<file path="src/rtl/epoch_to_calendar_datetime_core_defines.svh">
// Assertion macros for the RTL of the timestamp converter.
// Defining ASSERT_OFF removes every check from the build.
`ifndef EPOCH_TO_CALENDAR_DATETIME_CORE_DEFINES_SVH
`define EPOCH_TO_CALENDAR_DATETIME_CORE_DEFINES_SVH
`ifndef ASSERT_OFF
// A property checked at every rising edge outside reset.
`define ECD_ASSERT_PROP(lbl, clk, rst_n, prop) \
    lbl: assert property (@(posedge clk) disable iff (!rst_n) (prop)) \
        else $error("epoch_to_calendar_datetime_core: property failed");
// A condition that must hold in the same cycle as a trigger.
`define ECD_ASSERT_IMP(lbl, clk, rst_n, ante, cons) \
    lbl: assert property (@(posedge clk) disable iff (!rst_n) (ante) |-> (cons)) \
        else $error("epoch_to_calendar_datetime_core: implication failed");
`else
`define ECD_ASSERT_PROP(lbl, clk, rst_n, prop)
`define ECD_ASSERT_IMP(lbl, clk, rst_n, ante, cons)
`endif
`endif

</file>
<file path="src/rtl/ecd_pkg.sv">
`default_nettype none

package ecd_pkg;

    // Field widths of the input and result words.
    localparam int SEC_W   = 32;
    localparam int YEAR_W  = 12;
    localparam int MONTH_W = 4;
    localparam int DOM_W   = 5;
    localparam int HOUR_W  = 5;
    localparam int MIN_W   = 6;
    localparam int SECN_W  = 6;
    localparam int WDAY_W  = 3;

    // Internal widths.
    localparam int DAY_W   = 16;
    localparam int TOD_W   = 17;
    localparam int ERA_W   = 18;
    localparam int YOE_W   = 9;
    localparam int DOY_W   = 9;

    // Cycles from an accepted word to its result strobe.
    localparam int LATENCY = 9;

    // Day split: seconds >> 7 divided by 675 (86400 = 128 * 675).
    localparam logic [25:0] DAY_RCP  = 26'd50903317;
    localparam int          DAY_SH   = 35;
    localparam logic [9:0]  DAY_ODD  = 10'd675;

    // Time of day.
    localparam logic [16:0] HOUR_RCP = 17'd74566;
    localparam int          HOUR_SH  = 28;
    localparam logic [11:0] SEC_HOUR = 12'd3600;
    localparam logic [12:0] MIN_RCP  = 13'd4370;
    localparam int          MIN_SH   = 18;
    localparam logic [5:0]  SEC_MIN  = 6'd60;

    // Civil date.
    localparam logic [19:0] SHIFT_0000 = 20'd719468;
    localparam logic [19:0] ERA4_BASE  = 20'd584388;
    localparam logic [19:0] ERA5_BASE  = 20'd730485;
    localparam logic [11:0] ERA4_YEAR  = 12'd1600;
    localparam logic [11:0] ERA5_YEAR  = 12'd2000;
    localparam logic [17:0] Q4Y_RCP    = 18'd183860;
    localparam int          Q4Y_SH     = 28;
    localparam logic [17:0] YEAR_RCP   = 18'd183860;
    localparam int          YEAR_SH    = 26;
    localparam logic [17:0] CENT_1     = 18'd36524;
    localparam logic [17:0] CENT_2     = 18'd73048;
    localparam logic [17:0] CENT_3     = 18'd109572;
    localparam logic [17:0] ERA_LAST   = 18'd146096;
    localparam logic [8:0]  DAYS_YEAR  = 9'd365;
    localparam logic [10:0] MON_RCP    = 11'd1714;
    localparam int          MON_SH     = 18;

    // Weekday: (day + 4) mod 7.
    localparam logic [16:0] WEEK_RCP   = 17'd74899;
    localparam int          WEEK_SH    = 19;
    localparam logic [2:0]  DAYS_WEEK  = 3'd7;
    localparam logic [2:0]  EPOCH_WDAY = 3'd4;

    // Date part of a result word.
    typedef struct packed {
        logic [YEAR_W-1:0]  year;
        logic [MONTH_W-1:0] month;
        logic [DOM_W-1:0]   day_of_month;
        logic [WDAY_W-1:0]  weekday;
    } t_date;

    // Time-of-day part of a result word.
    typedef struct packed {
        logic [HOUR_W-1:0] hour;
        logic [MIN_W-1:0]  minute;
        logic [SECN_W-1:0] second;
    } t_hms;

    // First day of each March-based month within the year.
    function automatic logic [DOY_W-1:0] month_start(input logic [3:0] mp);
        logic [DOY_W-1:0] d;
        unique case (mp)
            4'd0:    d = 9'd0;
            4'd1:    d = 9'd31;
            4'd2:    d = 9'd61;
            4'd3:    d = 9'd92;
            4'd4:    d = 9'd122;
            4'd5:    d = 9'd153;
            4'd6:    d = 9'd184;
            4'd7:    d = 9'd214;
            4'd8:    d = 9'd245;
            4'd9:    d = 9'd275;
            4'd10:   d = 9'd306;
            4'd11:   d = 9'd337;
            default: d = 9'd0;
        endcase
        return d;
    endfunction

endpackage

`default_nettype wire

</file>
<file path="src/rtl/epoch_to_calendar_datetime_core.sv">
// Channel  | Handshake         | Words
// ---------+-------------------+---------------------------------------------
// input    | start, busy       | i_epoch_seconds
// result   | o_valid (strobe)  | o_year, o_month, o_day_of_month, o_hour,
//          |                   | o_minute, o_second, o_weekday
//
// One word is taken every cycle; busy is always low.
// Each result is set by the nine-stage date path (day split, era,
// leap corrections, year, month).
// Reset clears the valid pipeline only; data stages carry no reset.
// The result is shown for one cycle and the receiver cannot stall it.
`default_nettype none
`include "epoch_to_calendar_datetime_core_defines.svh"

module epoch_to_calendar_datetime_core import ecd_pkg::*; (
    input  wire logic               i_clk,
    input  wire logic               i_rst_n,
    input  wire logic               start,
    output logic                    busy,
    input  wire logic [SEC_W-1:0]   i_epoch_seconds,
    output logic                    o_valid,
    output logic [YEAR_W-1:0]       o_year,
    output logic [MONTH_W-1:0]      o_month,
    output logic [DOM_W-1:0]        o_day_of_month,
    output logic [HOUR_W-1:0]       o_hour,
    output logic [MIN_W-1:0]        o_minute,
    output logic [SECN_W-1:0]       o_second,
    output logic [WDAY_W-1:0]       o_weekday
);

    logic [DAY_W-1:0]   day;
    logic [TOD_W-1:0]   tod;
    t_date              date;
    t_hms               hms;
    logic [LATENCY-1:0] r_vld;
    logic [LATENCY-1:0] n_vld;

    // The pipeline never stalls, so it always accepts.
    assign busy = 1'b0;

    // Whole days and second of the day.
    ecd_daysplit u_daysplit (
        .i_clk  (i_clk),
        .i_secs (i_epoch_seconds),
        .o_day  (day),
        .o_tod  (tod)
    );

    // Hour, minute and second.
    ecd_clock u_clock (
        .i_clk (i_clk),
        .i_tod (tod),
        .o_hms (hms)
    );

    // Year, month, day of month and weekday.
    ecd_civil u_civil (
        .i_clk  (i_clk),
        .i_day  (day),
        .o_date (date)
    );

    // Valid bits travel alongside the data stages.
    assign n_vld = {r_vld[LATENCY-2:0], start & ~busy};

    always_ff @(posedge i_clk) begin
        if (!i_rst_n) begin
            r_vld <= '0;
        end else begin
            r_vld <= n_vld;
        end
    end

    assign o_valid        = r_vld[LATENCY-1];
    assign o_year         = date.year;
    assign o_month        = date.month;
    assign o_day_of_month = date.day_of_month;
    assign o_weekday      = date.weekday;
    assign o_hour         = hms.hour;
    assign o_minute       = hms.minute;
    assign o_second       = hms.second;

    `ECD_ASSERT_PROP(a_latency, i_clk, i_rst_n, start |-> ##(LATENCY) o_valid)
    `ECD_ASSERT_IMP(a_date_range, i_clk, i_rst_n, o_valid, o_month >= 4'd1 && o_month <= 4'd12 && o_day_of_month >= 5'd1)
    `ECD_ASSERT_IMP(a_time_range, i_clk, i_rst_n, o_valid, o_hour <= 5'd23 && o_minute <= 6'd59 && o_second <= 6'd59)
    `ECD_ASSERT_IMP(a_year_wday, i_clk, i_rst_n, o_valid, o_year >= 12'd1970 && o_year <= 12'd2106 && o_weekday <= 3'd6)

endmodule

`default_nettype wire

</file>
<file path="src/rtl/ecd_daysplit.sv">
`default_nettype none

module ecd_daysplit import ecd_pkg::*; (
    input  wire logic             i_clk,
    input  wire logic [SEC_W-1:0] i_secs,
    output logic [DAY_W-1:0]      o_day,
    output logic [TOD_W-1:0]      o_tod
);

    logic [24:0]       n_s1_x;
    logic [50:0]       n_s1_prod;
    logic [DAY_W-1:0]  n_s1_day;
    logic [24:0]       r_s1_x;
    logic [6:0]        r_s1_lo;
    logic [DAY_W-1:0]  r_s1_day;
    logic [24:0]       n_s2_rem;
    logic [TOD_W-1:0]  n_s2_tod;
    logic [DAY_W-1:0]  r_day;
    logic [TOD_W-1:0]  r_tod;

    // The low seven bits pass through; the rest is divided by 675 by reciprocal.
    always_comb begin
        n_s1_x    = i_secs[SEC_W-1:7];
        n_s1_prod = 51'(n_s1_x) * 51'(DAY_RCP);
        n_s1_day  = n_s1_prod[DAY_SH +: DAY_W];
    end

    // The remainder of the division forms the upper bits of the second of the day.
    always_comb begin
        n_s2_rem = r_s1_x - 25'(r_s1_day) * 25'(DAY_ODD);
        n_s2_tod = {n_s2_rem[9:0], r_s1_lo};
    end

    always_ff @(posedge i_clk) begin
        r_s1_x   <= n_s1_x;
        r_s1_lo  <= i_secs[6:0];
        r_s1_day <= n_s1_day;
        r_day    <= r_s1_day;
        r_tod    <= n_s2_tod;
    end

    assign o_day = r_day;
    assign o_tod = r_tod;

endmodule

`default_nettype wire

</file>
<file path="src/rtl/ecd_clock.sv">
`default_nettype none

module ecd_clock import ecd_pkg::*; (
    input  wire logic             i_clk,
    input  wire logic [TOD_W-1:0] i_tod,
    output t_hms                  o_hms
);

    localparam int DLY = 3;

    logic [33:0]       n_k1_prod;
    logic [TOD_W-1:0]  r_k1_tod;
    logic [HOUR_W-1:0] r_k1_hour;
    logic [16:0]       n_k2_rem;
    logic [HOUR_W-1:0] r_k2_hour;
    logic [11:0]       r_k2_remh;
    logic [24:0]       n_k3_prod;
    logic [HOUR_W-1:0] r_k3_hour;
    logic [11:0]       r_k3_remh;
    logic [MIN_W-1:0]  r_k3_min;
    logic [11:0]       n_k4_sec;
    t_hms              r_hms_dly [DLY+1];

    // Hour by reciprocal multiplication.
    assign n_k1_prod = 34'(i_tod) * 34'(HOUR_RCP);

    // Seconds within the hour.
    assign n_k2_rem  = r_k1_tod - 17'(r_k1_hour) * 17'(SEC_HOUR);

    // Minute by reciprocal multiplication.
    assign n_k3_prod = 25'(r_k2_remh) * 25'(MIN_RCP);

    // Seconds within the minute.
    assign n_k4_sec  = r_k3_remh - 12'(r_k3_min) * 12'(SEC_MIN);

    always_ff @(posedge i_clk) begin
        r_k1_tod            <= i_tod;
        r_k1_hour           <= n_k1_prod[HOUR_SH +: HOUR_W];
        r_k2_hour           <= r_k1_hour;
        r_k2_remh           <= n_k2_rem[11:0];
        r_k3_hour           <= r_k2_hour;
        r_k3_remh           <= r_k2_remh;
        r_k3_min            <= n_k3_prod[MIN_SH +: MIN_W];
        r_hms_dly[0].hour   <= r_k3_hour;
        r_hms_dly[0].minute <= r_k3_min;
        r_hms_dly[0].second <= n_k4_sec[SECN_W-1:0];
        // Delay line to line up with the date path.
        for (int i = 1; i <= DLY; i++) begin
            r_hms_dly[i] <= r_hms_dly[i-1];
        end
    end

    assign o_hms = r_hms_dly[DLY];

endmodule

`default_nettype wire

</file>
<file path="src/rtl/ecd_civil.sv">
`default_nettype none

module ecd_civil import ecd_pkg::*; (
    input  wire logic             i_clk,
    input  wire logic [DAY_W-1:0] i_day,
    output t_date                 o_date
);

    localparam int WDLY = 5;

    logic [19:0]        n_c1_shift;
    logic               n_c1_era;
    logic [19:0]        n_c1_in_era;
    logic               r_c1_era;
    logic [ERA_W-1:0]   r_c1_in_era;
    logic [35:0]        n_c2_prod;
    logic [2:0]         n_c2_b;
    logic               r_c2_era;
    logic [ERA_W-1:0]   r_c2_in_era;
    logic [6:0]         r_c2_a;
    logic [2:0]         r_c2_b;
    logic               r_c2_c;
    logic [ERA_W-1:0]   n_c3_t;
    logic               r_c3_era;
    logic [ERA_W-1:0]   r_c3_in_era;
    logic [ERA_W-1:0]   r_c3_t;
    logic [35:0]        n_c4_prod;
    logic               r_c4_era;
    logic [ERA_W-1:0]   r_c4_in_era;
    logic [YOE_W-1:0]   r_c4_yoe;
    logic [1:0]         n_c5_cent;
    logic [ERA_W-1:0]   n_c5_ystart;
    logic [ERA_W-1:0]   n_c5_doy;
    logic               r_c5_era;
    logic [YOE_W-1:0]   r_c5_yoe;
    logic [DOY_W-1:0]   r_c5_doy;
    logic [10:0]        n_c6_y5;
    logic [21:0]        n_c6_prod;
    logic               r_c6_era;
    logic [YOE_W-1:0]   r_c6_yoe;
    logic [DOY_W-1:0]   r_c6_doy;
    logic [3:0]         r_c6_mp;
    logic [MONTH_W-1:0] n_c7_month;
    logic [DOY_W-1:0]   n_c7_dom;
    logic [YEAR_W-1:0]  n_c7_year;
    logic [16:0]        n_w1_d4;
    logic [33:0]        n_w1_prod;
    logic [16:0]        r_w1_d4;
    logic [12:0]        r_w1_q;
    logic [16:0]        n_w2_wd;
    logic [WDAY_W-1:0]  r_wd_dly [WDLY];
    t_date              r_date;

    // Shift to a March-based count from year 0; the input range spans only eras 4 and 5.
    always_comb begin
        n_c1_shift  = 20'(i_day) + SHIFT_0000;
        n_c1_era    = (n_c1_shift >= ERA5_BASE);
        n_c1_in_era = n_c1_shift - (n_c1_era ? ERA5_BASE : ERA4_BASE);
    end

    // Leap-day corrections: four-year count by reciprocal, centuries by compare.
    always_comb begin
        n_c2_prod = 36'(r_c1_in_era) * 36'(Q4Y_RCP);
        n_c2_b    = 3'(r_c1_in_era >= CENT_1) + 3'(r_c1_in_era >= CENT_2)
                  + 3'(r_c1_in_era >= CENT_3) + 3'(r_c1_in_era >= ERA_LAST);
    end

    // Day count with leap days removed.
    assign n_c3_t = r_c2_in_era - 18'(r_c2_a) + 18'(r_c2_b) - 18'(r_c2_c);

    // Year of era by reciprocal of 365.
    assign n_c4_prod = 36'(r_c3_t) * 36'(YEAR_RCP);

    // Day of the March-based year.
    always_comb begin
        n_c5_cent   = 2'(r_c4_yoe >= 9'd100) + 2'(r_c4_yoe >= 9'd200)
                    + 2'(r_c4_yoe >= 9'd300);
        n_c5_ystart = 18'(r_c4_yoe) * 18'(DAYS_YEAR) + 18'(r_c4_yoe[YOE_W-1:2])
                    - 18'(n_c5_cent);
        n_c5_doy    = r_c4_in_era - n_c5_ystart;
    end

    // March-based month index.
    always_comb begin
        n_c6_y5   = 11'(r_c5_doy) * 11'd5 + 11'd2;
        n_c6_prod = 22'(n_c6_y5) * 22'(MON_RCP);
    end

    // Calendar month, day and year.
    always_comb begin
        n_c7_month = (r_c6_mp < 4'd10) ? r_c6_mp + 4'd3 : r_c6_mp - 4'd9;
        n_c7_dom   = r_c6_doy - month_start(r_c6_mp) + 9'd1;
        n_c7_year  = 12'(r_c6_yoe) + (r_c6_era ? ERA5_YEAR : ERA4_YEAR)
                   + 12'(n_c7_month <= 4'd2);
    end

    // Weekday: quotient by seven in the first stage, remainder in the second.
    always_comb begin
        n_w1_d4   = 17'(i_day) + 17'(EPOCH_WDAY);
        n_w1_prod = 34'(n_w1_d4) * 34'(WEEK_RCP);
        n_w2_wd   = r_w1_d4 - 17'(r_w1_q) * 17'(DAYS_WEEK);
    end

    always_ff @(posedge i_clk) begin
        r_c1_era            <= n_c1_era;
        r_c1_in_era         <= n_c1_in_era[ERA_W-1:0];
        r_c2_era            <= r_c1_era;
        r_c2_in_era         <= r_c1_in_era;
        r_c2_a              <= n_c2_prod[Q4Y_SH +: 7];
        r_c2_b              <= n_c2_b;
        r_c2_c              <= (r_c1_in_era == ERA_LAST);
        r_c3_era            <= r_c2_era;
        r_c3_in_era         <= r_c2_in_era;
        r_c3_t              <= n_c3_t;
        r_c4_era            <= r_c3_era;
        r_c4_in_era         <= r_c3_in_era;
        r_c4_yoe            <= n_c4_prod[YEAR_SH +: YOE_W];
        r_c5_era            <= r_c4_era;
        r_c5_yoe            <= r_c4_yoe;
        r_c5_doy            <= n_c5_doy[DOY_W-1:0];
        r_c6_era            <= r_c5_era;
        r_c6_yoe            <= r_c5_yoe;
        r_c6_doy            <= r_c5_doy;
        r_c6_mp             <= n_c6_prod[MON_SH +: 4];
        r_date.year         <= n_c7_year;
        r_date.month        <= n_c7_month;
        r_date.day_of_month <= n_c7_dom[DOM_W-1:0];
        r_date.weekday      <= r_wd_dly[WDLY-1];
        r_w1_d4             <= n_w1_d4;
        r_w1_q              <= n_w1_prod[WEEK_SH +: 13];
        r_wd_dly[0]         <= n_w2_wd[WDAY_W-1:0];
        // Weekday waits for the date stages.
        for (int i = 1; i < WDLY; i++) begin
            r_wd_dly[i] <= r_wd_dly[i-1];
        end
    end

    assign o_date = r_date;

endmodule

`default_nettype wire

</file>
<file path="config.mk">
export PLATFORM = sky130hd
export DESIGN_NAME = epoch_to_calendar_datetime_core
export DESIGN_NICKNAME = d
export VERILOG_FILES = /design/src/rtl/ecd_pkg.sv /design/src/rtl/epoch_to_calendar_datetime_core.sv /design/src/rtl/ecd_daysplit.sv /design/src/rtl/ecd_clock.sv /design/src/rtl/ecd_civil.sv
export VERILOG_INCLUDE_DIRS = /design/src /design/src/rtl
export SDC_FILE = /design/constraint.sdc
export NUM_CORES = 2
export LEC_CHECK = 0
export ABC_AREA = 1
export BUFFER_PORTS_ARGS = -buffer_cell sky130_fd_sc_hd__clkbuf_2
export CAP_MARGIN = 40
export CORE_MARGIN = 1.5
export CORE_UTILIZATION = 60
export CTS_CLUSTER_SIZE = 20
export DETAILED_ROUTE_END_ITERATION = 10
export MAX_ROUTING_LAYER = met4
export PLACE_DENSITY = 0.86
export SYNTH_ARGS = -nofsm -noshare
export SYNTH_HDL_FRONTEND = slang
export SYNTH_HIERARCHICAL = 1
export SYNTH_SLANG_ARGS = --single-unit
</file>
<file path="constraint.sdc">
create_clock -name i_clk -period 7.1 [get_ports i_clk]
set_input_delay 0.355 -clock i_clk [delete_from_list [all_inputs] [get_ports i_clk]]
set_output_delay 0.355 -clock i_clk [all_outputs]
set_load 0.02 [all_outputs]
</file>
==> flow_metrics.py <==
metrics = {
    "timing": {
        "skew_ns": 0.0193,
        "finalCritPeriodShare_pct": 91.7,
        "maxSlewHeadroom_pct": 41.6,
        "period_needed_ns": 6.51,
        "fmax_mhz": 154,
        "fin_setup_tns_ns": 0,
        "hold_viol": 0,
        "setup_slack_ns": 0.588,
        "setup_viol": 0,
        "rsz0062_at_grt": "false",
        "tightest_slew_ns": 0.875,
        "drv_slew": 0,
    },
    "critical_path": {
        "cp_slowest_stage_delay_ns": 0.54,
        "worstPathRequired_ns": 7.54,
        "critPathKind": "reg2reg",
        "worstRegToRegCells": 33,
        "ff2ff_setup_slack_ns": 0.59,
        "cp_max_fo": 7,
        "cp-end-kind": "flop",
        "r2r_start": "u_civil/r_c5_doy[1]",
        "critPathTopFamily": "adder cells",
        "cp_num_buf_inv": 7,
        "slowest_stage": "fa_1",
        "path_common_cell": "nand2_1",
        "cp-start-kind": "flop",
        "worstPathArrival_ns": 6.95,
    },
    "clocking": {
        "cts_root_buf": "clkbuf_16",
        "cts_tree": "built",
        "post_cts_buffers": 0,
        "htree_num_levels": 2,
        "clk_latency_ns": 0.56,
        "path_clk_slew_ns": 0.06,
        "clock_path_buffers": 3,
        "cts.sinks": 378,
        "cts_buffers": 38,
    },
    "global_route": {
        "grtUsageTotal_pct": 27.2,
        "first_global_vias": 38000,
        "grt_start_max_net_pins": 18,
        "grt_overflow": 0,
        "grt_pass1_wl_um": 178000,
        "antenna_found_initial": 0,
    },
    "drt": {
        "drt_iter0_markers": 1794,
        "wirelength_um": 106000,
        "viasPerCell": 5.16,
        "dr.pass1.iters": 6,
        "via_count": 35400,
        "drc": 0,
        "ant_nets": 0,
        "routedWlPerCell_um": 15.4,
    },
    "placed_design": {
        "dp_hpwl_um": 90500,
        "port-buffer-count": 76,
        "pre_cts_ws_ns": 0.516,
        "place_congestion": 0.980,
        "placed_cells": 6770,
    },
    "outcome": {
        "status": "finished, final reports clean",
    },
    "synthesis": {
        "synth-edff-count": 0,
        "synth.area.mux_share_pct": 0,
        "synth_area_leader_cell": "ha_1",
        "postSynthAreaPerCell_sq_um": 8.68,
        "ys_seq_elements": 378,
        "synth-compound-area-share_pct": 4.53,
        "syn_inst": 5630,
        "yosys.area_share.simple_pct": 12.8,
        "synth-async-reset-ratio_pct": 0,
        "yosys-top-cells-area": "ha_1 (29%), fa_1 (23%), dfxtp_1 (15%)",
        "netlist.area_leader.share_pct": 29.1,
        "synthAdderAreaFrac_pct": 52.5,
        "synth_area_sq_mm": 0.0489,
        "syn_nets": 7373,
        "synthXorXnorAreaFrac_pct": 2.75,
        "yosysWarnings": 6,
        "ys_types": 50,
        "ys_seq_area_share_pct": 15.5,
        "ys.flop_type": "dfxtp_1",
        "synth_top_family_by_area": "adder cells",
    },
    "floorplan": {
        "coreArea_sq_mm": 0.0805,
        "io_pins": 78,
        "fp.dieW_um": 288,
        "die_area_sq_mm": 0.0832,
        "start_util_pct": 60.7,
        "rows": 104,
        "dieHeight_um": 288,
    },
    "cells_and_area": {
        "layoutNonFillerInstCount": 6849,
        "drive_gt1_share_pct": 5.01,
        "fillers": 6423,
        "fin_nets": 7501,
        "syn2layout_area_growth_pct": 6.47,
    },
    "worst_hold_path": {
        "min_path_cells": 3,
        "min_to": "r_vld[6]",
        "hp-start": "i_rst_n",
        "hold_path_class": "in2reg",
    },
    "run": {
        "drv_cap": 0,
    },
}
flip-flops by register name (all words and copies together), names as in the netlist, 16 cells and up, named ones only:
name                 count
u_civil/o_date          24
u_civil/r_c1_in_era     18
u_civil/r_c2_in_era     18
u_civil/r_c3_t          18
u_clock/r_hms_dly       68
u_daysplit/o_day        16
u_daysplit/o_tod        17
u_daysplit/r_s1_day     16
synth_stat cells, types with 2 or more instances:
library cell	n
a21o_1	20
and3_1	2
ha_1	1136
nand2_4	7
buf_6	3
nand3_2	6
inv_1	1507
nand2_2	44
nor4_1	8
a21boi_0	2
nand2_1	888
nor3_2	6
buf_4	2
nor2_4	13
xnor2_1	53
nand3b_1	5
o211ai_1	10
a31oi_1	13
dfxtp_1	378
a21oi_2	2
nand3_1	133
o31ai_1	4
inv_2	25
o21ai_1	10
a21oi_1	203
nor2_1	228
a41oi_1	2
nor3_1	38
fa_1	572
xor2_2	2
xor2_1	97
a211oi_1	8
or2_2	5
nor2_2	21
o21ai_0	86
o21a_1	12
nand4_1	47
o21bai_1	20
worst reg2reg max path: cells and delay by family (launching register included):
family          cells  cell delay, ns
buf+inv             7            0.47
simple gates       13            1.33
flops               1            0.47
xor+xnor            1            0.11
fa+ha+maj           9            3.55
compound gates      3            0.48
placed cells by master, fill, tap and decap left out, drive strengths merged:
cell / netlist / final
o21a: 12 / 12
a211o: 1 / 1
nand2: 939 / 939
inv: 1533 / 1537
nor3: 44 / 44
or2: 5 / 5
nor2b: 1 / 1
buf: 6 / 11
dfxtp: 378 / 378
nor3b: 1 / 1
a21boi: 2 / 2
o31ai: 5 / 5
a31oi: 13 / 13
o21bai: 20 / 20
a41oi: 2 / 2
diode: 0 / 2
a21o: 20 / 20
nor2: 262 / 262
o211ai: 10 / 10
nand3: 140 / 140
nand3b: 5 / 5
conb: 1 / 1
nand4: 48 / 48
clkinv: 1 / 11
a211oi: 8 / 8
xnor2: 53 / 53
clkbuf: 1 / 125
a21oi: 205 / 205
bufinv: 0 / 3
ha: 1136 / 1136
nor4: 8 / 8
xor2: 99 / 99
fa: 572 / 572
and3: 2 / 2
dlygate4sd3: 0 / 8
o21ai: 97 / 97
clkinvlp: 0 / 3
cell families (layout without fill, tap and decap cells):
logic type      Yosys count  after routing
xor+xnor                152            152
simple gates           1455           1455
other cells               1              3
fa+ha+maj              1708           1708
flops                   378            378
buf+inv                1541           1698
compound gates          395            395
worst max path at each step:
stage / start / to / slack (ns) / depth (start not counted)
floorplan: u_civil/r_c5_doy[1] / flop / 1.05 / 30
global placement: u_civil/r_c5_doy[1] / flop / 0.64 / 30
detailed placement: u_civil/r_c5_doy[1] / flop / 0.52 / 33
CTS: u_civil/r_c5_doy[1] / flop / 0.47 / 33
global route: u_civil/r_c5_doy[1] / flop / 0.05 / 33
finish: u_civil/r_c5_doy[1] / flop / 0.59 / 33
area by class of cell:
cell class              instances  area [sq um]  area share [%]
diodes                          2          5.00         0.00962
flip-flops and latches        378          7570            14.5
clock buffers                  49          1120            2.14
clock inverters                20           228           0.438
well taps                    1060          1330            2.55
repair buffers                 95           543            1.04
inverters                    1534          5760            11.1
multi-input cells            3711         35500            68.2
repair_timing:
action | CTS | global route
resized for setup | 0 | 1
endpoints found under the setup margin | 0 | 3
hold buffers | 8 | 0
endpoints found under the hold margin | 8 | 0
per-layer routing:
metal  vias to the layer above  track usage [%]  wire length [um]
met5                         -                -                 0
met3                       245             2.25              3760
met1                     16800             31.9             44900
met4                         0             8.94              3480
met2                       777             49.1             53500
li1                      17500                -                 -
per-stage QoR:
step           hold WS [ns]  utilization [%]  area (sq um)
4_1_cts              0.0976             64.6         52000
6_report              0.124             64.6         52000
5_1_grt               0.145             64.6         52000
2_1_floorplan         0.310                -         48900
3_5_place_dp          0.312             62.8         50600
3_3_place_gp          0.310             62.8         50600
Power is left out: the tool's default activity adds up to more than one toggle a clock period on the data nets, which glitch-free logic cannot reach.
